===== src/sv/emrp_pkg.sv =====
// Shared codes and field widths for the exponent/mantissa range packer.
`timescale 1ns / 1ps

package emrp_pkg;

    // Item kind codes
    localparam logic KIND_PACK   = 1'b0;
    localparam logic KIND_UNPACK = 1'b1;

    // Result status codes
    localparam logic [1:0] STATUS_OK           = 2'd0;
    localparam logic [1:0] STATUS_ROUNDED_UP   = 2'd1;
    localparam logic [1:0] STATUS_ROUNDED_DOWN = 2'd2;

    // Configuration register indexes
    localparam int CFG_INDEX_W = 2;
    localparam logic [CFG_INDEX_W-1:0] REG_MIN_VALUE = 2'd0;
    localparam logic [CFG_INDEX_W-1:0] REG_SCALE     = 2'd1;
    localparam logic [CFG_INDEX_W-1:0] REG_STEP      = 2'd2;

    // Fixed field widths
    localparam int VALUE_W = 32;
    localparam int WORD_W  = 16;

    // Reset values of the configuration registers
    localparam logic [VALUE_W-1:0] MIN_VALUE_RESET = 32'h0000_0000;
    localparam logic [VALUE_W-1:0] SCALE_RESET     = 32'h0001_0000;
    localparam logic [VALUE_W-1:0] STEP_RESET      = 32'h0001_0000;

endpackage


===== src/sv/exponent_mantissa_range_packer.sv =====
// Exponent/mantissa range packer: six-stage pack and unpack datapath.
// Throughput: one item per cycle while the output is not stalled; the depth is set by the 32x32 multiply stage
//   and the leading-one search and shifts around it.
// A stalled output holds each full stage with no empty stage after it; empty stages are filled while stalled.
// Reset clears all stage valid bits; min_value resets to 0, scale and step to 1.0.
`timescale 1ns / 1ps

module exponent_mantissa_range_packer #(
    parameter int PACKED_BITS  = 16,
    parameter int MAX_EXPONENT = 15
) (
    input  logic                                 clk,
    input  logic                                 rst_n,
    // configuration write channel
    input  logic                                 cfg_valid,
    output logic                                 cfg_ready,
    input  logic [emrp_pkg::CFG_INDEX_W-1:0]     cfg_index,
    input  logic [31:0]                          cfg_data,
    // input channel
    input  logic                                 in_valid,
    output logic                                 in_ready,
    input  logic                                 kind,
    input  logic signed [emrp_pkg::VALUE_W-1:0]  value,
    input  logic [emrp_pkg::WORD_W-1:0]          packed_word,
    // output channel
    output logic                                 out_valid,
    input  logic                                 out_ready,
    output logic [emrp_pkg::WORD_W-1:0]          packed_out,
    output logic signed [emrp_pkg::VALUE_W-1:0]  value_out,
    output logic [1:0]                           status
);

    // Word layout
    localparam int ME      = MAX_EXPONENT;
    localparam int EB      = $clog2(ME + 1);
    localparam int MB      = (PACKED_BITS > EB) ? (PACKED_BITS - EB) : 0;
    localparam int S       = MB + 1;
    localparam int STAGES  = 6;

    localparam logic [63:0] MAN_MASK  = (64'd1 << MB) - 64'd1;
    localparam logic [63:0] K_BIAS    = 64'd2 << MB;
    localparam logic [64:0] HALF      = 65'd1 << MB;
    localparam logic [64:0] ONE_Q32   = 65'd1 << 32;
    localparam logic [64:0] SAT_LIM   = 65'd1 << (33 + ME);
    localparam logic [63:0] OFF_MAX   = 64'd1 << 33;
    localparam logic [6:0]  SHIFT_BASE = 7'(32 - MB);
    localparam logic [4:0]  E_MAX     = 5'(ME);

    // Configuration registers
    logic signed [31:0] min_value_reg;
    logic [31:0]        scale_reg;
    logic [31:0]        step_reg;

    assign cfg_ready = 1'b1;

    always_ff @(posedge clk or negedge rst_n)
    begin
        if (!rst_n)
        begin
            min_value_reg <= emrp_pkg::MIN_VALUE_RESET;
            scale_reg     <= emrp_pkg::SCALE_RESET;
            step_reg      <= emrp_pkg::STEP_RESET;
        end
        else if (cfg_valid && cfg_ready)
        begin
            case (cfg_index)
                emrp_pkg::REG_MIN_VALUE: min_value_reg <= cfg_data;
                emrp_pkg::REG_SCALE:     scale_reg     <= cfg_data;
                emrp_pkg::REG_STEP:      step_reg      <= cfg_data;
                default:                 ;
            endcase
        end
    end

    // Stage valid bits and load enables; a stage loads when empty or draining
    logic [STAGES:1] valid_reg;
    logic [STAGES:1] kind_reg;
    logic [STAGES:1] en;

    always_comb
    begin
        en[STAGES] = !valid_reg[STAGES] || out_ready;
        for (int i = STAGES - 1; i >= 1; i--)
        begin
            en[i] = !valid_reg[i] || en[i+1];
        end
    end

    assign in_ready = en[1];

    always_ff @(posedge clk or negedge rst_n)
    begin
        if (!rst_n)
        begin
            valid_reg <= '0;
        end
        else
        begin
            if (en[1])
            begin
                valid_reg[1] <= in_valid;
            end
            for (int i = 2; i <= STAGES; i++)
            begin
                if (en[i])
                begin
                    valid_reg[i] <= valid_reg[i-1];
                end
            end
        end
    end

    always_ff @(posedge clk)
    begin
        if (en[1])
        begin
            kind_reg[1] <= kind;
        end
        for (int i = 2; i <= STAGES; i++)
        begin
            if (en[i])
            begin
                kind_reg[i] <= kind_reg[i-1];
            end
        end
    end

    // Stage 1: pack offset from range start, or unpack shifted mantissa term
    logic        neg1_reg, neg1_next;
    logic [63:0] data1_reg, data1_next;

    always_comb
    begin
        logic [32:0]      diff;
        logic [EB-1:0]    e_in;
        logic [63:0]      m_in;
        logic [63:0]      k_in;
        diff = {value[31], value} - {min_value_reg[31], min_value_reg};
        e_in = packed_word[EB-1:0];
        m_in = (64'(packed_word) >> EB) & MAN_MASK;
        k_in = K_BIAS + (m_in << 1) + 64'd1;
        if (kind == emrp_pkg::KIND_UNPACK)
        begin
            data1_next = k_in << e_in;
            neg1_next  = 1'b0;
        end
        else
        begin
            data1_next = {32'd0, diff[31:0]};
            neg1_next  = diff[32];
        end
    end

    // Stage 2: unpack numerator n = k * 2^e - 2^(MB+1)
    logic        neg2_reg;
    logic [63:0] data2_reg, data2_next;

    always_comb
    begin
        if (kind_reg[1] == emrp_pkg::KIND_UNPACK)
        begin
            data2_next = data1_reg - K_BIAS;
        end
        else
        begin
            data2_next = data1_reg;
        end
    end

    // Stage 3: multiplies; the low multiplier is shared by both kinds
    logic        neg3_reg;
    logic [63:0] lo3_reg, lo3_next;
    logic [63:0] hi3_reg, hi3_next;

    always_comb
    begin
        logic [31:0] mul_a;
        logic [31:0] mul_b;
        if (kind_reg[2] == emrp_pkg::KIND_UNPACK)
        begin
            mul_a = data2_reg[31:0];
            mul_b = step_reg;
        end
        else
        begin
            mul_a = neg2_reg ? 32'd0 : data2_reg[31:0];
            mul_b = scale_reg;
        end
        lo3_next = mul_a * mul_b;
        hi3_next = data2_reg[63:32] * step_reg;
    end

    // Stage 4: pack renorm = 1 + prod with range check; unpack rounding add
    logic [1:0]  stat4_reg, stat4_next;
    logic [63:0] acc4_reg, acc4_next;
    logic [63:0] hi4_reg, hi4_next;

    always_comb
    begin
        logic [64:0] sum;
        sum       = {1'b0, lo3_reg} + ((kind_reg[3] == emrp_pkg::KIND_UNPACK) ? HALF : ONE_Q32);
        acc4_next = sum[63:0];
        hi4_next  = {hi3_reg[63:32] + 32'(sum[64]), hi3_reg[31:0]};
        if (kind_reg[3] == emrp_pkg::KIND_UNPACK)
        begin
            stat4_next = emrp_pkg::STATUS_OK;
        end
        else if (neg3_reg)
        begin
            stat4_next = (scale_reg != 32'd0) ? emrp_pkg::STATUS_ROUNDED_UP
                                              : emrp_pkg::STATUS_OK;
        end
        else if (sum >= SAT_LIM)
        begin
            stat4_next = emrp_pkg::STATUS_ROUNDED_DOWN;
        end
        else
        begin
            stat4_next = emrp_pkg::STATUS_OK;
        end
    end

    // Stage 5: pack leading-one search; unpack offset scaling and clamp
    logic [1:0]  stat5_reg;
    logic [63:0] acc5_reg;
    logic [4:0]  e5_reg, e5_next;
    logic [33:0] off5_reg, off5_next;

    always_comb
    begin
        logic [4:0]  idx;
        logic [63:0] off_sum;
        idx = 5'd0;
        for (int i = 0; i < 32; i++)
        begin
            if (acc4_reg[32+i])
            begin
                idx = 5'(i);
            end
        end
        e5_next = (stat4_reg == emrp_pkg::STATUS_ROUNDED_DOWN) ? E_MAX : idx;

        off_sum = (hi4_reg << (32 - S)) + (acc4_reg >> S);
        if ((hi4_reg >> S) != 64'd0 || off_sum > OFF_MAX)
        begin
            off5_next = OFF_MAX[33:0];
        end
        else
        begin
            off5_next = off_sum[33:0];
        end
    end

    // Stage 6: output register; mantissa extract or final add with saturation
    logic [emrp_pkg::WORD_W-1:0]  packed_out_reg, packed_out_next;
    logic [emrp_pkg::VALUE_W-1:0] value_out_reg, value_out_next;
    logic [1:0]                   status_reg, status_next;

    always_comb
    begin
        logic [63:0]        man;
        logic [63:0]        word;
        logic signed [34:0] vsum;
        if (stat5_reg == emrp_pkg::STATUS_ROUNDED_DOWN)
        begin
            man = MAN_MASK;
        end
        else
        begin
            man = (acc5_reg >> (7'(e5_reg) + SHIFT_BASE)) & MAN_MASK;
        end
        word = 64'(e5_reg) | (man << EB);
        vsum = {{3{min_value_reg[31]}}, min_value_reg} + {1'b0, off5_reg};

        if (kind_reg[5] == emrp_pkg::KIND_UNPACK)
        begin
            packed_out_next = '0;
            if (vsum > 35'sd2147483647)
            begin
                value_out_next = 32'h7FFF_FFFF;
                status_next    = emrp_pkg::STATUS_ROUNDED_DOWN;
            end
            else
            begin
                value_out_next = vsum[31:0];
                status_next    = emrp_pkg::STATUS_OK;
            end
        end
        else
        begin
            packed_out_next = word[emrp_pkg::WORD_W-1:0];
            value_out_next  = '0;
            status_next     = stat5_reg;
        end
    end

    // Stage payload registers
    always_ff @(posedge clk)
    begin
        if (en[1])
        begin
            neg1_reg  <= neg1_next;
            data1_reg <= data1_next;
        end
        if (en[2])
        begin
            neg2_reg  <= neg1_reg;
            data2_reg <= data2_next;
        end
        if (en[3])
        begin
            neg3_reg <= neg2_reg;
            lo3_reg  <= lo3_next;
            hi3_reg  <= hi3_next;
        end
        if (en[4])
        begin
            stat4_reg <= stat4_next;
            acc4_reg  <= acc4_next;
            hi4_reg   <= hi4_next;
        end
        if (en[5])
        begin
            stat5_reg <= stat4_reg;
            acc5_reg  <= acc4_reg;
            e5_reg    <= e5_next;
            off5_reg  <= off5_next;
        end
        if (en[6])
        begin
            packed_out_reg <= packed_out_next;
            value_out_reg  <= value_out_next;
            status_reg     <= status_next;
        end
    end

    assign out_valid  = valid_reg[STAGES];
    assign packed_out = packed_out_reg;
    assign value_out  = value_out_reg;
    assign status     = status_reg;

    // Checks
    localparam logic [63:0] SAT_WORD64 = 64'(ME) | (MAN_MASK << EB);

    a_no_stall_when_drained: assert property (@(posedge clk) disable iff (!rst_n)
        out_ready |-> in_ready)
        else $error("pipeline stalled input while output was drained");

    a_rounded_up_zero: assert property (@(posedge clk) disable iff (!rst_n)
        out_valid && status == emrp_pkg::STATUS_ROUNDED_UP
            |-> packed_out == '0 && value_out == '0)
        else $error("below-range result carries a nonzero word");

    a_pack_saturation_word: assert property (@(posedge clk) disable iff (!rst_n)
        out_valid && kind_reg[STAGES] == emrp_pkg::KIND_PACK
            && status == emrp_pkg::STATUS_ROUNDED_DOWN
            |-> packed_out == SAT_WORD64[emrp_pkg::WORD_W-1:0])
        else $error("above-range pack result is not the top code");

    a_unpack_saturation_value: assert property (@(posedge clk) disable iff (!rst_n)
        out_valid && kind_reg[STAGES] == emrp_pkg::KIND_UNPACK
            && status == emrp_pkg::STATUS_ROUNDED_DOWN
            |-> value_out == 32'sh7FFF_FFFF && packed_out == '0)
        else $error("saturated unpack result has wrong value");

endmodule


===== config.mk =====
export PLATFORM = sky130hd
export DESIGN_NAME = exponent_mantissa_range_packer
export DESIGN_NICKNAME = d
export VERILOG_FILES = /design/src/sv/emrp_pkg.sv /design/src/sv/exponent_mantissa_range_packer.sv
export SDC_FILE = /design/constraint.sdc
export NUM_CORES = 2
export LEC_CHECK = 0
export BUFFER_PORTS_ARGS = -buffer_cell sky130_fd_sc_hd__buf_2
export CORE_MARGIN = 2
export CORE_UTILIZATION = 51
export CTS_CLUSTER_SIZE = 40
export DETAILED_ROUTE_END_ITERATION = 8
export PLACE_DENSITY = 0.67
export SYNTH_ARGS = -nofsm -noshare
export SYNTH_HDL_FRONTEND = slang
export SYNTH_SLANG_ARGS = --single-unit
export TNS_END_PERCENT = 30

===== constraint.sdc =====
create_clock -name clk -period 21.9 [get_ports clk]
set_input_delay 4.38 -clock clk [delete_from_list [all_inputs] [get_ports clk]]
set_output_delay 4.38 -clock clk [all_outputs]
set_load 0.03 [all_outputs]

==> results.toml <==
[layout]
fin_nets = 11000
layoutNonFillerInstCount = 10960
area_growth_pct = 6.058
drive_gt1_share_pct = 6.617
stdcell_area_um2 = 91370
fillers = 14850

[logic_synthesis]
synthArstFlopShare_pct = 18.25
netlist_top_cells_count = "inv_1 (1739), fa_1 (1599), nand2_1 (964)"
ys_ff_latch = 559
synth_top_flop_cell = "edfxtp_1"
netlist_area_um2 = 86150
postSynthAreaPerCell_um2 = 9.849
yosys.area.top_type_share_pct = 37.16
synth.most_common_cell = "inv_1"
yosysTopAreaCell = "fa_1"
syn-instance-count = 8747
synth.distinct_cells = 89
ys_warn_count = 0
seq_area_frac_synth_pct = 18.90
synth.net_count = 11070
synth-edff-count = 457
ys_top_cells_by_area = "fa_1 (37%), edfxtp_1 (16%), ha_1 (9.2%), inv_1 (7.6%), nand2_1 (4.2%)"

[timing]
setup_viol = 0
hold_violations = 0
maxSlewHeadroom_pct = 12.25
tns_ns = 0
maxSlewViolCount = 0
period_minus_slack_ns = 11.34
hold_slack_ns = 0.3800
post-route-period-util_pct = 51.76
max_freq_mhz = 88.21
fin_worst_skew_ns = 0.06660
tightestPinTransition_ns = 1.316
rsz0062_at_grt = "no"

[worst_setup_path]
end_kind = "output pin"
critPathTopFamily = "simple AND/OR/NAND/NOR gates"
arrival_ns = 6.96
crit_chain = "buf_2, nor2b_1, buf_4, nand3_4, buf_4, nor2_1, nand3_2, buf_2"
crit_buf_inv = 4
worstSetupStartpointType = "input port"
critPathMaxFanout = 57
cpPeakStageDelay_ns = 0.83
critPathKind = "input port to output pin"
critPathSlowestCell = "nand3_2"
required_ns = 17.52

[placed_design]
io_buffers = 139
place_inst = 10820
dpl_cell_area_um2 = 89220
gp_congestion = 0.9793
post-dp-hpwl_um = 223300

[route]
firstDrtPassIters = 7
drcViolationCount = 0
vias_per_cell = 5.804
via_count = 63610
wl_per_cell_um = 25.37
drtIter0Drc = 5625
wl_um = 278100
ant_nets = 0

[worst_hold_path]
hp-class = "register to register"

[global_routing]
grt_pass1_wl_um = 418900
grt_antenna_before_repair = 20
gr-usage-all-layers_pct = 32.73
grt_max_degree = 87
overflow = 0
grt_pass1_vias = 66430

[floorplanning]
die_width_um = 415.0
io_pins = 141
core_region_area_um2 = 167400
initial_core_util_pct = 51.46
die-area_um2 = 172200
std_cell_rows = 150
die_h_um = 415.0

[cts]
ctsHoldBuffers = 0
cts_buffer_depth = 3
numClockSinks = 559
postCtsSetupBuffers = 0
clk_latency_ns = 0.71
cts_tree = "yes"
cts_max_level = 2
cts_root_buf = "clkbuf_16"
cts_resized = 0
path_clk_slew_ns = 0.06
numCtsBuffers = 61

[outcome]
status = "completed"

[run]
cap_violations = 0
## layout make-up
type	count	area, um^2	area share [%]
well taps	2204	2758	3.018
flip-flops and latches	559	16280	17.82
repair buffers	257	1584	1.734
inverters	1739	6530	7.147
clock inverters	45	490.5	0.5368
clock buffers	71	1607	1.758
diodes	20	50.05	0.05478
multi-input cells	6064	62070	67.93
## path summary, 6_finish.rpt
path	startpoint	end	slack, ns	depth (start not counted)
setup / recovery	out_ready	in_ready	10.56	8
hold / removal	hi3_reg[14]	hi4_reg[14]	0.38	0
setup reg to reg	kind_reg[2]	lo3_reg[63]	11.11	30
hold reg to reg	hi3_reg[14]	hi4_reg[14]	0.38	0
max in group asynchronous	rst_n	step_reg[24]	16.86	2
min in group asynchronous	rst_n	min_value_reg[5]	3.63	1
## cells in the final DEF (no fill, tap or decap), drive strengths merged, types with 172 or more instances in the layout
master,Yosys,layout
a21oi,227,227
and2,347,347
buf,37,257
edfxtp,457,457
fa,1599,1599
ha,631,631
inv,1739,1747
nand2,965,965
nor2,791,791
o21ai,172,172
xnor2,185,185
## layer usage
| metal | track usage (%) | part of all wire, % |
|---|---|---|
| met4 | 18.91 | 7.0 |
| met1 | 41.75 | 38 |
| met5 | 0 | 0.023 |
| met3 | 7.607 | 9.8 |
| met2 | 51.31 | 46 |
## logic make-up (layout without fill, tap and decap cells)
logic type               after synthesis  count (layout)  synth area share [%]
other                                  1              21              0.004353
adder cells (fa/ha/maj)             2230            2230                 46.32
flip-flops                           559             559                 18.90
AND/OR/NAND/NOR                     2518            2518                 13.27
XOR/XNOR                             288             288                 2.928
buffers and inverters               2124            2112                 9.292
multiplexers                         209             209                 3.144
AO/OA/AOI/OAI                        818             818                 6.139
## stage by stage
stage               util (%)  worst slack (ns)
finish                 54.58             10.56
global route           54.55             10.30
CTS                    54.55             10.55
detailed placement     53.29             10.56
global placement       53.29             10.58
floorplan                  -             8.124
Power is not shown: default switching activity piles up to over one toggle a cycle in this logic, so the estimate is an artifact.
